$ cat config.mk
export PLATFORM = sky130hd
export DESIGN_NAME = htacc_mac
export DESIGN_NICKNAME = d
export VERILOG_FILES = /design/src/sv/htacc_pkg.sv /design/src/sv/htacc_mac.sv
export SDC_FILE = /design/constraint.sdc
export NUM_CORES = 2
export LEC_CHECK = 0
export ABC_AREA = 1
export BUFFER_PORTS_ARGS = -buffer_cell sky130_fd_sc_hd__buf_2
export CAP_MARGIN = 20
export CORE_MARGIN = 10
export CORE_UTILIZATION = 30
export CTS_CLUSTER_SIZE = 25
export DETAILED_ROUTE_END_ITERATION = 12
export PLACE_DENSITY_LB_ADDON = 0.2
export RECOVER_POWER = 100
export SYNTH_ARGS = -nofsm -noshare
export SYNTH_HDL_FRONTEND = slang
export SYNTH_SLANG_ARGS = --single-unit
$ cat constraint.sdc
create_clock -name aclk -period 7 [get_ports aclk]
set_clock_uncertainty 0.15 [all_clocks]
set_input_delay 0.35 -clock aclk [delete_from_list [all_inputs] [get_ports aclk]]
set_output_delay 0.35 -clock aclk [all_outputs]
set_load 0.005 [all_outputs]
$ cat src/sv/htacc_pkg.sv
// Shared types, codes and constants of the homogeneous transform accumulator.
package htacc_pkg;

    localparam int ANG_BITS  = 30;
    localparam int TABLE_LEN = 24;
    localparam int ACC_W     = 67;

    localparam logic signed [35:0] PI_Q30      = 36'sd3373259426;
    localparam logic signed [35:0] TWO_PI_Q30  = 36'sd6746518852;
    localparam logic signed [35:0] HALF_PI_Q30 = 36'sd1686629713;
    localparam logic signed [35:0] GAIN_Q30    = 36'sd652032874;

    localparam logic [2:0] ACT_IDENTITY  = 3'd0;
    localparam logic [2:0] ACT_TRANSLATE = 3'd1;
    localparam logic [2:0] ACT_SCALE     = 3'd2;
    localparam logic [2:0] ACT_ROTATE    = 3'd3;
    localparam logic [2:0] ACT_SHEAR     = 3'd4;
    localparam logic [2:0] ACT_INVERT    = 3'd5;
    localparam logic [2:0] ACT_POINT     = 3'd6;
    localparam logic [2:0] ACT_RESERVED  = 3'd7;

    localparam logic [1:0] STAT_OK       = 2'd0;
    localparam logic [1:0] STAT_DIV_ZERO = 2'd1;
    localparam logic [1:0] STAT_OVERFLOW = 2'd2;

    localparam logic [1:0] AXIS_X    = 2'd0;
    localparam logic [1:0] AXIS_Y    = 2'd1;
    localparam logic [1:0] AXIS_Z    = 2'd2;
    localparam logic [1:0] AXIS_NONE = 2'd3;

    // byte address of the mode register
    localparam logic [2:0] ADDR_MODE = 3'd0;

    typedef struct packed {
        logic valid;
        logic first;
        logic last;
        logic neg;
    } mac_ctl_t;

    // arctan(2^-i) in Q2.30
    function automatic logic [31:0] atan_q30(input logic [4:0] idx);
        logic [31:0] v;
        case (idx)
            5'd0: v = 32'h3243F6A8;
            5'd1: v = 32'h1DAC6705;
            5'd2: v = 32'h0FADBAFC;
            5'd3: v = 32'h07F56EA6;
            5'd4: v = 32'h03FEAB77;
            5'd5: v = 32'h01FFD55B;
            5'd6: v = 32'h00FFFAAA;
            5'd7: v = 32'h007FFF55;
            5'd8: v = 32'h003FFFEA;
            5'd9: v = 32'h001FFFFD;
            5'd10: v = 32'h000FFFFF;
            5'd11: v = 32'h0007FFFF;
            5'd12: v = 32'h0003FFFF;
            5'd13: v = 32'h0001FFFF;
            5'd14: v = 32'h0000FFFF;
            5'd15: v = 32'h00007FFF;
            5'd16: v = 32'h00003FFF;
            5'd17: v = 32'h00001FFF;
            5'd18: v = 32'h00000FFF;
            5'd19: v = 32'h000007FF;
            5'd20: v = 32'h000003FF;
            5'd21: v = 32'h000001FF;
            5'd22: v = 32'h000000FF;
            5'd23: v = 32'h0000007F;
            default: v = 32'h00000000;
        endcase
        return v;
    endfunction

endpackage

$ cat src/sv/htacc_mac.sv
// Pipelined multiply-accumulate with round-half-up and 32-bit saturation.
module htacc_mac #(
    parameter int FRAC_BITS = 16
) (
    input  logic                   aclk,
    input  logic                   aresetn,
    input  htacc_pkg::mac_ctl_t    ctl,
    input  logic signed [31:0]     op_a,
    input  logic signed [31:0]     op_b,
    output logic                   done,
    output logic signed [31:0]     result,
    output logic                   ovf
);
    localparam int AW = htacc_pkg::ACC_W;
    localparam logic signed [AW-1:0] SAT_HI = AW'(64'sd2147483647);
    localparam logic signed [AW-1:0] SAT_LO = AW'(-64'sd2147483648);
    localparam logic signed [AW-1:0] HALF   = AW'(64'sd1 <<< (FRAC_BITS - 1));

    logic signed [63:0]   prod;
    logic signed [63:0]   prod_reg;
    logic                 v1_reg;
    logic                 first1_reg;
    logic                 last1_reg;
    logic                 neg1_reg;
    logic signed [AW-1:0] acc_reg;
    logic                 done_reg;
    logic signed [AW-1:0] prod_ext;
    logic signed [AW-1:0] term;
    logic signed [AW-1:0] rnd_sum;
    logic signed [AW-1:0] rnd_shr;

    assign prod     = op_a * op_b;
    assign prod_ext = AW'(prod_reg);
    assign term     = neg1_reg ? -prod_ext : prod_ext;
    assign rnd_sum  = acc_reg + HALF;
    assign rnd_shr  = rnd_sum >>> FRAC_BITS;

    always_comb begin
        ovf    = 1'b0;
        result = rnd_shr[31:0];
        if (rnd_shr > SAT_HI) begin
            ovf    = 1'b1;
            result = 32'sh7FFFFFFF;
        end else if (rnd_shr < SAT_LO) begin
            ovf    = 1'b1;
            result = 32'sh80000000;
        end
    end

    assign done = done_reg;

    always_ff @(posedge aclk) begin
        if (!aresetn) begin
            v1_reg   <= 1'b0;
            done_reg <= 1'b0;
        end else begin
            v1_reg   <= ctl.valid;
            done_reg <= v1_reg & last1_reg;
        end
        prod_reg   <= prod;
        first1_reg <= ctl.first;
        last1_reg  <= ctl.last;
        neg1_reg   <= ctl.neg;
        if (v1_reg) begin
            acc_reg <= (first1_reg ? '0 : acc_reg) + term;
        end
    end

endmodule

==> run metrics <==
final-report hold violation count=0; area growth from synthesis to layout=17.3%; crit-path max FO=10; # IOs=around 100; Critical Path End Type=register; routed length per instance=about 18 um; antenna-violating nets left=0; count of input and output buffers=slightly above 100; die span in y=427 um; row count=roughly 150; summed negative setup slack over all endpoints=0 ns; main combinational cell family by area after synthesis=adder cells; largest net degree at the start of global routing=53; Ys Warns=0; Largest register FFs=67; Post-Syn Area per Cell=between 7 and 8 sq um; most common cell in the netlist=inv_1; number of max-cap violations=2; clock insertion delay at the later pin of the skew report=~0.46 ns; critical path class=input pin to register; number of nets at the end of the flow=~8500; sequential cell area=between 0.003 and 0.004 sq mm; overflow left after global routing=0; top cells by count, synth=inv_1 (1851), nand2_1 (1620), fa_1 (1083), nor2_1 (495), ha_1 (252); footprint of the multi-input gates=between 0.03 and 0.04 sq mm; fraction of synthesized cell area in xor and xnor cells=3.80%; antenna violations before repair=2; Critical-path top delay cell=fa_1; final count of pins violating max slew=93; Final GP Congestion=roughly 0.9; vias after detailed routing=~41000; post-detailed-placement half-perimeter wirelength=about 150 mm; Critical Path Start Type=input pin; number of global-route vias before repair=between 40000 and 50000; clock-pin slew on the worst setup and hold paths=0.06 ns; total standard cell area after synthesis=between 0.04 and 0.05 sq mm; transition time at the pin with the least slew margin=between 3 and 4 ns; top cell type by total area after synthesis=fa_1; number of distinct library cells after synthesis=38; Yosys top cell area share=43.6%; H-tree level count=4; top flip-flop cell by instance count after synthesis=dfxtp_1; area of the placeable core=roughly 0.16 sq mm; simple logic cell fraction of the synthesized area=between 10% and 20%; number of enable-type register cells in the synthesized netlist=between 60 and 70; clock tree root driver cell=clkbuf_16; horizontal die dimension=roughly 430 um; total iterations of the first detailed-routing run=8; status=finished with violations; number of remaining DRC errors=0; post-synthesis cell count=approximately 6600; GR Util All Layers=between 15 and 20%; fraction of the cycle the final worst path needs=between 90% and 100%; total clock buffers created by CTS=17; maximum operating frequency=between 0.1 and 0.15 GHz; first-iteration detailed-routing DRC count=between 2000 and 2500; data arrival time of the critical path=approximately 7.0 ns; proportion of register bits with asynchronous set or reset after synthesis=0%; TritonCTS clock tree=done; failing checks=max-capacitance violations, max-slew violations; multiplexer area fraction after synthesis=0%; area fraction in compound gates after synthesis=roughly 4.9%; final period demand of the worst path=approximately 6.7 ns; fraction of final layout cells sized beyond drive strength 1=11.3%; post-synthesis net count=7966; maximum clock insertion buffer count=2; average vias per placed instance=between 4 and 5; clock sink count=roughly 140; cell types with the largest area share after synthesis=fa_1 (44%), inv_1 (14%), nand2_1 (12%); global-route wire length before repair=264 mm; worst path required time=between 7 and 8 ns; die area=roughly 0.18 sq mm; count of filler cells inserted in the layout=between 15000 and 20000; sum of routed wire length over all layers=165 mm; adder and majority cell fraction of the synthesized area=around 50%; Hold WC Path Type=register to register; total of flip-flops plus latches after synthesis=136; effective utilization at floorplan=30.2%; worst-case headroom to the max-slew limit=-102%; biggest cell delay along the critical path=0.58 ns; Final setup viols=0; Seq/Total Area, Yosys=about 7%
## final timing paths
path                  startpoint               endpoint  slack, ns  depth (start not counted)
max reg2reg  prod_reg[0]$_DFF_P_  acc_reg[56]$_DFFE_PP_       1.43                         20
min reg2reg    last1_reg$_DFF_P_        done$_SDFF_PN0_       0.32                          1
min            last1_reg$_DFF_P_        done$_SDFF_PN0_       0.32                          1
max                     op_b[17]   prod_reg[58]$_DFF_P_       0.25                         29
## worst max-delay path: cells and delay by family
kind                     cells  cell delay, ns
XOR/XNOR                     1            0.19
adder cells (fa/ha/maj)      9            4.40
buffers and inverters        8            0.75
AND/OR/NAND/NOR             11            1.27
## layout make-up
| class | count | area share [%] |
|---|---|---|
| clock buffer | 19 | 0.815 |
| multi-input combinational | 4361 | 66.6 |
| clock inverter | 13 | 0.253 |
| sequential | 136 | 5.82 |
| antenna | 1 | 0.00429 |
| inverter | 1852 | 11.9 |
| tap | 2189 | 4.69 |
| timing repair buffer | 693 | 9.86 |
## per-stage QoR
step	cell area (sq um)	util, %	std cells	worst slack (ns)	hold WS, ns
after floorplan	49900	-	6561	0.00193	0.228
after global placement	57300	34.7	9214	-0.525	0.289
after detailed placement	57300	34.7	9214	-0.592	0.302
after CTS	58000	35.2	9252	0.0108	0.320
after global routing	58300	35.4	9264	-0.0241	0.355
final	58300	35.4	9264	0.250	0.316
## per-layer routing
metal  routed length [um]  track usage [%]  share of wire [%]
met4                 2860             3.18                1.7
met2                81600             32.6                 50
met1                75500             25.2                 46
met3                 4790            0.818                2.9
met5                    0                0                  0
## cell families after synthesis
| group | count (synthesis) |
|---|---|
| AND/OR/NAND/NOR | 2368 |
| AO/OA/AOI/OAI | 442 |
| buffers and inverters | 2064 |
| flip-flops | 136 |
| adder cells (fa/ha/maj) | 1335 |
| XOR/XNOR | 216 |
## layout by cell type (no fill, tap or decap), types with 69 or more instances in the layout
cell / n
buf_4: 515
nand2_1: 1614
nand3_1: 109
inv_1: 1844
ha_1: 247
xor2_1: 155
o21ai_0: 132
dfxtp_1: 69
nor2_1: 483
a21oi_1: 177
fa_1: 1070
## timing repair
| action | 4_1_cts | 5_1_grt |
|---|---|---|
| gates resized for setup | 11 | 108 |
| pin swaps | 0 | 16 |
| setup endpoints to repair | 13 | 36 |
| hold buffers | 6 | 0 |
| cloned | 0 | 0 |
| setup buffers | 0 | 11 |
| endpoints found under the hold margin | 5 | 0 |
Power is left out: the tool's default activity adds up to more than one toggle a clock period on the data nets, which glitch-free logic cannot reach.
