<file path="src/sv/htacc_div.sv">
// Restoring divider for Q-format quotients, round to nearest, saturating.
module htacc_div #(
    parameter int FRAC_BITS = 16
) (
    input  logic               aclk,
    input  logic               aresetn,
    input  logic               start,
    input  logic signed [32:0] num,
    input  logic signed [31:0] den,
    output logic               done,
    output logic signed [31:0] quo,
    output logic               dz,
    output logic               ovf
);
    localparam int NW = 32 + FRAC_BITS;
    localparam int CW = $clog2(NW);
    localparam logic [1:0] D_IDLE = 2'd0;
    localparam logic [1:0] D_RUN  = 2'd1;
    localparam logic [1:0] D_SAT  = 2'd2;

    logic [1:0]        phase_reg;
    logic [NW-1:0]     dvd_reg;
    logic [31:0]       dsr_reg;
    logic [31:0]       rem_reg;
    logic [CW-1:0]     cnt_reg;
    logic              qneg_reg;
    logic              done_reg;
    logic signed [31:0] quo_reg;
    logic              dz_reg;
    logic              ovf_reg;
    logic [31:0]       abs_num;
    logic [31:0]       abs_den;
    logic [32:0]       rem_sh;
    logic              qbit;

    assign abs_num = num[32] ? 32'(-num) : num[31:0];
    assign abs_den = den[31] ? 32'(-den) : den;
    assign rem_sh  = {rem_reg, dvd_reg[NW-1]};
    assign qbit    = (rem_sh >= {1'b0, dsr_reg});

    assign done = done_reg;
    assign quo  = quo_reg;
    assign dz   = dz_reg;
    assign ovf  = ovf_reg;

    always_ff @(posedge aclk) begin
        if (!aresetn) begin
            phase_reg <= D_IDLE;
            done_reg  <= 1'b0;
        end else begin
            done_reg <= 1'b0;
            case (phase_reg)
                D_IDLE: begin
                    if (start) begin
                        if (den == 32'sd0) begin
                            done_reg <= 1'b1;
                            dz_reg   <= 1'b1;
                            ovf_reg  <= 1'b0;
                            quo_reg  <= num[32] ? 32'sh80000000 :
                                        ((num != 33'sd0) ? 32'sh7FFFFFFF : 32'sd0);
                        end else begin
                            dvd_reg   <= (NW'(abs_num) << FRAC_BITS) + NW'(abs_den >> 1);
                            dsr_reg   <= abs_den;
                            rem_reg   <= '0;
                            cnt_reg   <= CW'(NW - 1);
                            qneg_reg  <= num[32] ^ den[31];
                            phase_reg <= D_RUN;
                        end
                    end
                end
                D_RUN: begin
                    rem_reg <= qbit ? 32'(rem_sh - {1'b0, dsr_reg}) : rem_sh[31:0];
                    dvd_reg <= {dvd_reg[NW-2:0], qbit};
                    cnt_reg <= cnt_reg - 1'b1;
                    if (cnt_reg == '0) begin
                        phase_reg <= D_SAT;
                    end
                end
                D_SAT: begin
                    dz_reg   <= 1'b0;
                    ovf_reg  <= 1'b0;
                    done_reg <= 1'b1;
                    if (!qneg_reg) begin
                        if (dvd_reg > NW'(64'd2147483647)) begin
                            quo_reg <= 32'sh7FFFFFFF;
                            ovf_reg <= 1'b1;
                        end else begin
                            quo_reg <= dvd_reg[31:0];
                        end
                    end else begin
                        if (dvd_reg > NW'(64'd2147483648)) begin
                            quo_reg <= 32'sh80000000;
                            ovf_reg <= 1'b1;
                        end else begin
                            quo_reg <= -dvd_reg[31:0];
                        end
                    end
                    phase_reg <= D_IDLE;
                end
                default: phase_reg <= D_IDLE;
            endcase
        end
    end

endmodule

</file>
<file path="config.mk">
export PLATFORM = sky130hd
export DESIGN_NAME = htacc_div
export DESIGN_NICKNAME = d
export VERILOG_FILES = /design/src/sv/htacc_div.sv
export SDC_FILE = /design/constraint.sdc
export NUM_CORES = 1
export LEC_CHECK = 0
export ABC_CLOCK_PERIOD_IN_PS = 18680
export BUFFER_PORTS_ARGS = -buffer_cell sky130_fd_sc_hd__buf_2
export CAP_MARGIN = 20
export CELL_PAD_IN_SITES_DETAIL_PLACEMENT = 0
export CELL_PAD_IN_SITES_GLOBAL_PLACEMENT = 1
export CORE_MARGIN = 3
export CORE_UTILIZATION = 51
export CTS_CLUSTER_DIAMETER = 120
export DETAILED_ROUTE_END_ITERATION = 12
export PLACE_DENSITY_LB_ADDON = 0.1
export SYNTH_ARGS = -nofsm -noshare
export SYNTH_HDL_FRONTEND = slang
export SYNTH_SLANG_ARGS = --single-unit
</file>
<file path="constraint.sdc">
create_clock -name aclk -period 18.68 [get_ports aclk]
set_input_delay 1.868 -clock aclk [delete_from_list [all_inputs] [get_ports aclk]]
set_output_delay 1.868 -clock aclk [all_outputs]
set_load 0.05 [all_outputs]
</file>
==> summary.md <==
| Metric | Value |
|---|---|
| Final Hold Violating Endpoints | `0` |
| Slowest stage cell, crit path | `or4_1` |
| Hold-fix buffers at CTS | `0` |
| CTS max path bufs | `2` |
| Maxcap violations | `0` |
| VDD IR max | `0.0772 mV` |
| Post-cts resize count | `0` |
| Total GRT Usage | `~25%` |
| Vias in the first global route | `9025` |
| Synth Area in Compound Gates | `about a fifth` |
| Mapped Cells | `1269` |
| Max Fanout on Critical Path | `6` |
| Fill count | `1984` |
| Worst Setup SP | `den[3]` |
| Worst path cell trace | `buf_2 -> or3_1 -> or4_1 -> or3_1 -> nand2b_1 -> o41ai_1 -> xnor2_1 -> ha_1 -> inv_1 -> fa_1 -> nor2b_1 -> o21ai_0 -> a21oi_1 -> o31a_1 -> o41ai_1 -> a211oi_1 -> o211ai_1 -> nor3_1 -> xnor2_1 -> a21oi_1` |
| Post-synthesis mux area share | `2.00%` |
| Simple-Gate Fraction of Synth Area | `between 10% and 20%` |
| Worst Setup EP | `dvd_reg[40]$_DFFE_PP_` |
| Row count | `54` |
| Synth Net Count | `1390` |
| Area of the multi-input gates | `6370 um^2` |
| Fmax | `149 MHz` |
| Netlist cell types | `66` |
| R2R depth | `12` |
| Main combinational cell family by area after synthesis | `simple AND/OR/NAND/NOR gates` |
| Slew margin rel. | `33.7%` |
| Switching share of power | `31.2%` |
| Core Area | `about 22000 um^2` |
| Worst path max stage delay | `approximately 0.50 ns` |
| Gate power share | `between 20 and 25%` |
| Mapped cell area | `11500 um^2` |
| Commonest non-fill, non-tap cell in the layout | `edfxtp_1` |
| Hold_ws | `approximately 0.55 ns` |
| Antenna diodes | `0` |
| Worst r2r src | `dvd_reg[0]$_DFFE_PP_` |
| Final setup fails | `0` |
| Hold_sp | `phase_reg[0]$_SDFFE_PN0P_` |
| RSZ-0062 raised after global routing | `false` |
| Critical Path AT | `6.86 ns` |
| Post-Place Cells | `1604` |
| Number of I/O port buffers | `102` |
| Layout cell share with drive strength beyond 1 | `13.4%` |
| FF/Latch Area | `4650 um^2` |
| Area share of fa/ha/maj cells after synthesis | `approximately 6%` |
| Lkg Pwr | `around 4.8 nW` |
| Reg2reg end | `quo[26]$_DFFE_PP_` |
| GP Congestion | `0.876` |
| Largest delay share family, worst path | `simple AND/OR/NAND/NOR gates` |
| Post-Synth XOR/XNOR Area | `under 10%` |
| Clock latency on the worst-skew pair | `0.43 ns` |
| PwrDens | `approximately 79 nW/um^2` |
| Total Die Area | `approximately 24000 um^2` |
| Pin slew with the least headroom to its limit | `~0.99 ns` |
| Setup slack, reg-to-reg | `between 10 and 15 ns` |
| Initial antenna violation count | `0` |
| Final WL | `about 30000 um` |
| Min Tclk post-route | `6.70 ns` |
| Worst setup SP type | `input pin` |
| Tot Pwr | `1.02 mW` |
| DRT iter0 DRCs | `840` |
| 1st-pass router iterations | `5` |
| First-pass GRT wire length | `48500 um` |
| Layout area overhead | `11.4%` |
| # DRC | `0` |
| Core Util, Final | `about three fifths` |
| Yosys Warn Count | `0` |
| Layout net count | `between 1000 and 1500` |
| Mean post-synth cell area | `about 9.1 um^2` |
| Die height | `156 um` |
| CP Buf/Inv Count | `2` |
| Sequential element share of the synthesized area | `just over 40%` |
| Clock skew | `0.0156 ns` |
| CTS sink count | `156` |
| Clk pwr share | `34.2%` |
| GRT overflow | `0` |
| Final HPWL DP | `between 20000 and 25000 um` |
| Pins Over Slew Limit | `0` |
| Clock Tree Root | `clkbuf_16` |
| Final ANT Viol Nets | `0` |
| Critical path type | `input pin to register` |
| Setup TNS | `0 ns` |
| I/O Pins | `103` |
| Wire length per cell | `18.4 um` |
| Post-synth EDFFs | `roughly 150` |
| HP Class | `register to register` |
| CTS Buf Count | `17` |
| Stages on worst setup path | `20` |
| Dominant synthesized flop cell | `edfxtp_1` |
| Pin count of the biggest net entering global routing | `57` |
| Die width | `156 um` |
| Critical Path End Type | `register` |
| Via count | `9864` |
| Crit share post-route | `35.9%` |
| CTS tree | `built` |
| CTS H-tree lvls | `4` |
| Status | `completed` |
| Asr flop ratio synth | `0%` |
| Seq pwr share | `42.8%` |
| Yosys reg bits | `156` |
| Starting density of the core | `52.2%` |
| Max FFs per register | `48` |
| Post-CTS Setup Bufs | `0` |
| Vias/cell | `around 6.0` |
| Clock transition at path regs | `0.07 ns` |
| Pint | `0.698 mW` |
| Worst Path Required | `18.84 ns` |
| Most frequent cells in the layout | `153 x edfxtp_1, 120 x o21ai_0, 114 x nor2_1` |
| Fin cells | `1636` |
| Sw Pwr | `0.317 mW` |
-- synth_stat cells, types with 3 or more instances --
cell type	number	area share [%]
edfxtp_1	153	40
o21ai_0	121	5.3
nor2_1	115	3.8
a21oi_1	91	4.0
nand2_1	82	2.7
inv_1	77	2.5
xnor2_1	76	5.8
nor3_1	53	2.3
ha_1	51	5.5
clkbuf_1	50	1.6
xor2_1	31	2.4
a21o_1	26	1.7
nand3_1	26	1.1
nand2b_1	25	1.4
o31ai_1	25	1.6
or3_1	22	1.2
or2_2	16	0.87
or4_1	15	0.98
mux2i_1	14	1.2
o41ai_1	14	1.1
nor4_1	13	0.71
nor2b_1	12	0.65
a211oi_1	11	0.72
nand4_1	11	0.60
o21a_1	10	0.65
and3_1	9	0.49
nor3b_1	9	0.59
mux2_2	8	0.78
o211ai_1	8	0.52
o31a_1	8	0.61
a21boi_0	7	0.46
and2_1	6	0.33
nand3b_1	6	0.39
a2111oi_0	5	0.38
a221oi_1	5	0.38
a31oi_1	5	0.27
o21bai_1	5	0.33
or3b_2	5	0.38
buf_1	3	0.098
dfxtp_1	3	0.52
o41a_1	3	0.29
-- metrics by stage --
step           cell area, um^2  setup slack (ns)
2_1_floorplan            11500              9.12
3_3_place_gp             12200             11.75
3_5_place_dp             12200             11.61
4_1_cts                  12800             12.03
5_1_grt                  12800             11.71
6_report                 12800             11.98
-- metal layers --
metal	wire length (um)	GRT usage, %	vias to the layer above
li1	-	-	4835
met4	416	6.13	0
met1	14900	38.5	4668
met5	0	0	-
met2	12900	36.0	331
met3	1790	4.22	30
-- how the worst min path moves through the flow --
stage / to / slack, ns / cells after the start
2_1_floorplan: phase_reg[0]$_SDFFE_PN0P_ / 0.49 / 1
3_3_place_gp: phase_reg[0]$_SDFFE_PN0P_ / 0.53 / 1
3_5_place_dp: phase_reg[0]$_SDFFE_PN0P_ / 0.54 / 1
4_1_cts: phase_reg[0]$_SDFFE_PN0P_ / 0.56 / 1
5_1_grt: dvd_reg[43]$_DFFE_PP_ / 0.60 / 2
6_report: phase_reg[0]$_SDFFE_PN0P_ / 0.55 / 1
-- area by class of cell --
cell class	instances	share of cell area [%]
clock buffer	17	3.32
clock inverter	15	1.19
inverter	77	2.26
multi-input combinational	981	49.7
sequential	156	36.3
tap	280	2.73
timing repair buffer	110	4.45
-- power by group through the flow --
stage	sequential, mW	combinational [mW]	clock, mW
2_1_floorplan	0.435	0.171	0
5_1_grt	0.437	0.263	0.367
6_report	0.435	0.233	0.347
3_5_place_dp	0.442	0.230	0
3_3_place_gp	0.442	0.229	0
4_1_cts	0.434	0.232	0.350
-- logic make-up after synthesis --
family,after synthesis
compound gates,360
xor+xnor,107
fa+ha+maj,53
buf+inv,132
flops,156
mux,22
simple gates,439
Note: power is estimated with default switching activity, not from simulation.
