## src/sv/htacc_pkg.sv

```systemverilog
// Shared types, codes and constants of the homogeneous transform accumulator.
package htacc_pkg;

    localparam int ANG_BITS  = 30;
    localparam int TABLE_LEN = 24;
    localparam int ACC_W     = 67;

    localparam logic signed [35:0] PI_Q30      = 36'sd3373259426;
    localparam logic signed [35:0] TWO_PI_Q30  = 36'sd6746518852;
    localparam logic signed [35:0] HALF_PI_Q30 = 36'sd1686629713;
    localparam logic signed [35:0] GAIN_Q30    = 36'sd652032874;

    localparam logic [2:0] ACT_IDENTITY  = 3'd0;
    localparam logic [2:0] ACT_TRANSLATE = 3'd1;
    localparam logic [2:0] ACT_SCALE     = 3'd2;
    localparam logic [2:0] ACT_ROTATE    = 3'd3;
    localparam logic [2:0] ACT_SHEAR     = 3'd4;
    localparam logic [2:0] ACT_INVERT    = 3'd5;
    localparam logic [2:0] ACT_POINT     = 3'd6;
    localparam logic [2:0] ACT_RESERVED  = 3'd7;

    localparam logic [1:0] STAT_OK       = 2'd0;
    localparam logic [1:0] STAT_DIV_ZERO = 2'd1;
    localparam logic [1:0] STAT_OVERFLOW = 2'd2;

    localparam logic [1:0] AXIS_X    = 2'd0;
    localparam logic [1:0] AXIS_Y    = 2'd1;
    localparam logic [1:0] AXIS_Z    = 2'd2;
    localparam logic [1:0] AXIS_NONE = 2'd3;

    // byte address of the mode register
    localparam logic [2:0] ADDR_MODE = 3'd0;

    typedef struct packed {
        logic valid;
        logic first;
        logic last;
        logic neg;
    } mac_ctl_t;

    // arctan(2^-i) in Q2.30
    function automatic logic [31:0] atan_q30(input logic [4:0] idx);
        logic [31:0] v;
        case (idx)
            5'd0: v = 32'h3243F6A8;
            5'd1: v = 32'h1DAC6705;
            5'd2: v = 32'h0FADBAFC;
            5'd3: v = 32'h07F56EA6;
            5'd4: v = 32'h03FEAB77;
            5'd5: v = 32'h01FFD55B;
            5'd6: v = 32'h00FFFAAA;
            5'd7: v = 32'h007FFF55;
            5'd8: v = 32'h003FFFEA;
            5'd9: v = 32'h001FFFFD;
            5'd10: v = 32'h000FFFFF;
            5'd11: v = 32'h0007FFFF;
            5'd12: v = 32'h0003FFFF;
            5'd13: v = 32'h0001FFFF;
            5'd14: v = 32'h0000FFFF;
            5'd15: v = 32'h00007FFF;
            5'd16: v = 32'h00003FFF;
            5'd17: v = 32'h00001FFF;
            5'd18: v = 32'h00000FFF;
            5'd19: v = 32'h000007FF;
            5'd20: v = 32'h000003FF;
            5'd21: v = 32'h000001FF;
            5'd22: v = 32'h000000FF;
            5'd23: v = 32'h0000007F;
            default: v = 32'h00000000;
        endcase
        return v;
    endfunction

endpackage

```

## src/sv/htacc_cordic.sv

```systemverilog
// Iterative sine/cosine: angle reduction by shift-subtract, then circular CORDIC.
module htacc_cordic #(
    parameter int FRAC_BITS    = 16,
    parameter int CORDIC_STEPS = 16
) (
    input  logic               aclk,
    input  logic               aresetn,
    input  logic               start,
    input  logic signed [31:0] angle,
    output logic               done,
    output logic signed [31:0] sin_q,
    output logic signed [31:0] cos_q
);
    localparam int SH = htacc_pkg::ANG_BITS - FRAC_BITS;
    localparam int MW = 32 + SH;
    localparam int RW = 36;
    localparam int CW = $clog2(SH);
    localparam int IW = 5;
    localparam logic signed [RW-1:0] RND = RW'(64'sd1 <<< (SH - 1));

    localparam logic [2:0] C_IDLE = 3'd0;
    localparam logic [2:0] C_MOD  = 3'd1;
    localparam logic [2:0] C_WRAP = 3'd2;
    localparam logic [2:0] C_FOLD = 3'd3;
    localparam logic [2:0] C_ROT  = 3'd4;
    localparam logic [2:0] C_OUT  = 3'd5;

    logic [2:0]           phase_reg;
    logic [MW-1:0]        mag_reg;
    logic [MW-1:0]        dsr_reg;
    logic [CW-1:0]        cnt_reg;
    logic                 neg_reg;
    logic                 flip_reg;
    logic signed [RW-1:0] r_reg;
    logic signed [RW-1:0] x_reg;
    logic signed [RW-1:0] y_reg;
    logic [IW-1:0]        it_reg;
    logic                 done_reg;
    logic signed [31:0]   sin_reg;
    logic signed [31:0]   cos_reg;

    logic [31:0]          abs_angle;
    logic signed [RW-1:0] r0;
    logic signed [RW-1:0] atan_v;
    logic signed [RW-1:0] dx;
    logic signed [RW-1:0] dy;
    logic signed [RW-1:0] xr;
    logic signed [RW-1:0] yr;

    assign abs_angle = angle[31] ? 32'(-angle) : angle;
    assign r0     = neg_reg ? -$signed({2'b00, mag_reg[33:0]}) : $signed({2'b00, mag_reg[33:0]});
    assign atan_v = $signed({4'b0000, htacc_pkg::atan_q30(it_reg)});
    assign dx     = y_reg >>> it_reg;
    assign dy     = x_reg >>> it_reg;
    assign xr     = (x_reg + RND) >>> SH;
    assign yr     = (y_reg + RND) >>> SH;

    assign done  = done_reg;
    assign sin_q = sin_reg;
    assign cos_q = cos_reg;

    always_ff @(posedge aclk) begin
        if (!aresetn) begin
            phase_reg <= C_IDLE;
            done_reg  <= 1'b0;
        end else begin
            done_reg <= 1'b0;
            case (phase_reg)
                C_IDLE: begin
                    if (start) begin
                        mag_reg   <= {abs_angle, SH'(0)};
                        dsr_reg   <= MW'(htacc_pkg::TWO_PI_Q30) << (SH - 1);
                        cnt_reg   <= CW'(SH - 1);
                        neg_reg   <= angle[31];
                        phase_reg <= C_MOD;
                    end
                end
                C_MOD: begin
                    if (mag_reg >= dsr_reg) begin
                        mag_reg <= mag_reg - dsr_reg;
                    end
                    dsr_reg <= dsr_reg >> 1;
                    cnt_reg <= cnt_reg - 1'b1;
                    if (cnt_reg == '0) begin
                        phase_reg <= C_WRAP;
                    end
                end
                C_WRAP: begin
                    if (r0 > htacc_pkg::PI_Q30) begin
                        r_reg <= r0 - htacc_pkg::TWO_PI_Q30;
                    end else if (r0 < -htacc_pkg::PI_Q30) begin
                        r_reg <= r0 + htacc_pkg::TWO_PI_Q30;
                    end else begin
                        r_reg <= r0;
                    end
                    phase_reg <= C_FOLD;
                end
                C_FOLD: begin
                    // fold into the right half plane, negate the result later
                    if (r_reg > htacc_pkg::HALF_PI_Q30) begin
                        r_reg    <= r_reg - htacc_pkg::PI_Q30;
                        flip_reg <= 1'b1;
                    end else if (r_reg < -htacc_pkg::HALF_PI_Q30) begin
                        r_reg    <= r_reg + htacc_pkg::PI_Q30;
                        flip_reg <= 1'b1;
                    end else begin
                        flip_reg <= 1'b0;
                    end
                    x_reg     <= htacc_pkg::GAIN_Q30;
                    y_reg     <= '0;
                    it_reg    <= '0;
                    phase_reg <= C_ROT;
                end
                C_ROT: begin
                    if (r_reg >= 0) begin
                        x_reg <= x_reg - dx;
                        y_reg <= y_reg + dy;
                        r_reg <= r_reg - atan_v;
                    end else begin
                        x_reg <= x_reg + dx;
                        y_reg <= y_reg - dy;
                        r_reg <= r_reg + atan_v;
                    end
                    it_reg <= it_reg + 1'b1;
                    if (it_reg == IW'(CORDIC_STEPS - 1)) begin
                        phase_reg <= C_OUT;
                    end
                end
                C_OUT: begin
                    cos_reg   <= flip_reg ? -xr[31:0] : xr[31:0];
                    sin_reg   <= flip_reg ? -yr[31:0] : yr[31:0];
                    done_reg  <= 1'b1;
                    phase_reg <= C_IDLE;
                end
                default: phase_reg <= C_IDLE;
            endcase
        end
    end

endmodule

```

## config.mk

```make
export PLATFORM = sky130hd
export DESIGN_NAME = htacc_cordic
export DESIGN_NICKNAME = d
export VERILOG_FILES = /design/src/sv/htacc_pkg.sv /design/src/sv/htacc_cordic.sv
export SDC_FILE = /design/constraint.sdc
export NUM_CORES = 1
export LEC_CHECK = 0
export CAP_MARGIN = 20
export CORE_ASPECT_RATIO = 1.4
export CORE_MARGIN = 2
export CORE_UTILIZATION = 45
export CTS_CLUSTER_SIZE = 12
export DETAILED_ROUTE_END_ITERATION = 8
export DONT_BUFFER_PORTS = 1
export PLACE_DENSITY = 0.68
export SKIP_CTS_REPAIR_TIMING = 1
export SLEW_MARGIN = 25
export SYNTH_ARGS = -nofsm -noshare
export SYNTH_HDL_FRONTEND = slang
export SYNTH_SLANG_ARGS = --single-unit
```

## constraint.sdc

```tcl
create_clock -name aclk -period 10.9 [get_ports aclk]
set_clock_uncertainty 0.1 [all_clocks]
set_input_delay 3.27 -clock aclk [delete_from_list [all_inputs] [get_ports aclk]]
set_output_delay 3.27 -clock aclk [all_outputs]
set_load 0.03 [all_outputs]
```

==> results.md <==
* Outcome: finished, final reports clean
* Sequential power share at 0.434
* Max-slew headroom at 0.370
* Clock latency on the worst-skew pair at slightly below 600 ps
* Routed Antenna Nets at 0
* Sequential area share after synthesis at 0.275
* Commonest non-fill, non-tap cell in the layout: nand2_1
* Initial core utilization at 0.455
* Pwr/cell area at a little over 90 nW/um^2
* Die W at between 200 and 250 um
* Layout cells sized above 1 at 0.0800
* Power, Total at around 0.0031 W
* Synthesized area at 32500 sq um
* Ant diodes at 0
* Initial antenna violation count at 0
* Power share of the combinational group at 0.162
* Final Cycle Share at 0.691
* Clk Tree Root Cell: clkbuf_16
* Core ar. at 71400 sq um
* Leakage at 13.1 nW
* Avg Cell Area, Syn at between 8 and 9 sq um
* Clock buffer depth at 3
* Largest net degree at the start of global routing at 83
* Die Area at 74400 sq um
* Die span in y at roughly 320 um
* Synthesis-stage register bit count at roughly 310
* Fillers at a little under 7k
* Worst Max-Slew Pin Slew at ~940 ps
* Ys flop type: edfxtp_1
* Syn nets at 3998
* Sw frac at 0.276
* Syn Inst Count at about 3.8k
* Routed WL at 91.4 mm
* Slew Viols, Final at 0
* Starting DRC count in detailed routing at approximately 1.7k
* Sum Neg Setup Slack at 0 ps
* Via density at slightly above 6
* Clk sink count at just over 300
* Ys async rst share at 0
* Setup Viol. Count Final at 0
* Most frequent cells in the layout: 362 x nand2_1, 344 x nor2_1, 275 x edfxtp_1
* Post-DP HPWL at about 70 mm
* Post-layout min period at about 7500 ps
* Net Switching at a little under 0.0009 W
* Inserted Clock Buffers at 38
* Required time worst endpoint at between 10000 and 15000 ps
* Unrepaired setup endpoints after global routing: no
* CTS clk-pin slew, worst paths at ~60 ps
* # rows at approximately 120
* Max cap viols at 0
* Placer Congestion at 0.987
* Vias at around 28k
* Routed length per instance at just under 20 um
* Peak VDD IR at 120 uV
* Port buffer count at 0
* Number of I/O pins at 100
* Vias in the first global route at between 20k and 30k
* Clk network pwr share at 0.405
* Remaining DRCs at 0
* Final Hold Viols at 0
* H-tree depth at 2
* Fmax at around 130 MHz
* GRT overflow at 0
* Top cells by area, synth: edfxtp_1 25%, ha_1 8.0%, xnor2_1 7.0%
* Netlist cell types at 92
* Synth area leader: edfxtp_1
* CTS tree: yes
* Worst setup EP type: register
* Setup Crit Path Kind: reg -> reg
* CP startpoint kind: register
* First-pass detailed-route iteration total at 6
* WP data arrival at approximately 7700 ps
* Synth warn at 0
* Design internal power at between 0.002 and 0.0025 W
* Post-synth EDFFs at between 200 and 300
* Overall routing resource usage at 0.242
* Hold WC Path Type: reg -> reg
* Post-synth top area share at 0.254
* Area growth, synth to finish at 6.11%
* Worst Path Max Fanout at 53
* First-pass GRT wire length at 145 mm
* Fin nets at a little under 4k
-- power by group through the flow --
stage          Clock, W  Sequential [W]  Combinational, W
2_1_floorplan         0         0.00137          0.000407
3_3_place_gp          0         0.00139          0.000495
3_5_place_dp          0         0.00139          0.000502
4_1_cts         0.00131         0.00136          0.000505
5_1_grt         0.00134         0.00137          0.000563
6_report        0.00127         0.00136          0.000508
-- final timing paths --
kind / from / endpoint / cells past startpoint / slack [ps]
worst max-delay path: it_reg[0] / y_reg[33] / 26 / 3370
worst max register to register: it_reg[0] / y_reg[33] / 26 / 3370
worst min-delay path: dsr_reg[32] / dsr_reg[31] / 2 / 420
worst min register to register: dsr_reg[32] / dsr_reg[31] / 2 / 420
-- cells in the mapped netlist, types with 33 or more instances --
cell type / n
a31oi_1: 42
dfxtp_1: 34
a21o_1: 110
nand2b_1: 46
o21ai_0: 263
nor2_1: 344
nand3_1: 83
clkbuf_1: 142
nand4_1: 41
nand2_1: 363
o21a_1: 33
a21oi_1: 230
mux2_2: 38
ha_1: 208
xnor2_1: 261
mux4_2: 93
nor3_1: 74
inv_1: 144
xor2_1: 179
mux2i_1: 51
and3_1: 45
nor2b_1: 38
edfxtp_1: 275
o31ai_1: 48
-- layer usage --
layer	share of wire	vias up	routed length (um)	track usage
li1	-	13700	-	-
met1	0.38	13500	34600	0.261
met2	0.52	830	47300	0.451
met3	0.044	266	4020	0.0287
met4	0.060	0	5480	0.139
met5	0	-	0	0
-- worst max-delay path, stage by stage (launching register included) --
cell,delay (ps)
edfxtp_1,430
buf_4,710
buf_4,490
mux4_2,590
mux4_2,470
nand2_1,70
o21ai_0,170
inv_1,110
ha_1,180
nand2_1,60
or3_1,390
nor3_1,450
nand2_1,180
o21ai_0,240
xnor2_1,110
ha_1,380
nor2b_1,160
o21a_1,160
o21ai_0,220
a31o_2,210
a21oi_1,70
or3_1,450
a32oi_1,310
nand2b_1,100
a21oi_1,170
xor2_1,150
nor2_1,50
-- area by class of cell --
type                       instances  area, sq um  share of cell area
clock buffer                      47         1030              0.0298
tap                              944         1180              0.0343
sequential                       309         8940               0.259
timing repair buffer              40          300             0.00871
multi-input combinational       3103        22300               0.646
clock inverter                    17          191             0.00555
inverter                         147          553              0.0160
-- stage by stage --
step / utilization / setup slack [ps] / cells / cell area [sq um] / hold WS (ps)
3_5_place_dp: 0.465 / 3350 / 4543 / 33200 / 410
4_1_cts: 0.482 / 3320 / 4607 / 34500 / 424
6_report: 0.483 / 3370 / 4607 / 34500 / 417
2_1_floorplan: - / 1190 / 3750 / 32500 / 387
3_3_place_gp: 0.465 / 3380 / 4543 / 33200 / 393
5_1_grt: 0.483 / 2700 / 4607 / 34500 / 442
-- cells by family after synthesis --
family | Yosys count | share of synthesized area
adder cells (fa/ha/maj) | 213 | 0.0832
flip-flops | 309 | 0.275
buffers and inverters | 338 | 0.0408
XOR/XNOR | 440 | 0.119
multiplexers | 183 | 0.0937
AND/OR/NAND/NOR | 1212 | 0.178
AO/OA/AOI/OAI | 1055 | 0.210
Power figures use the tool's default switching activity.
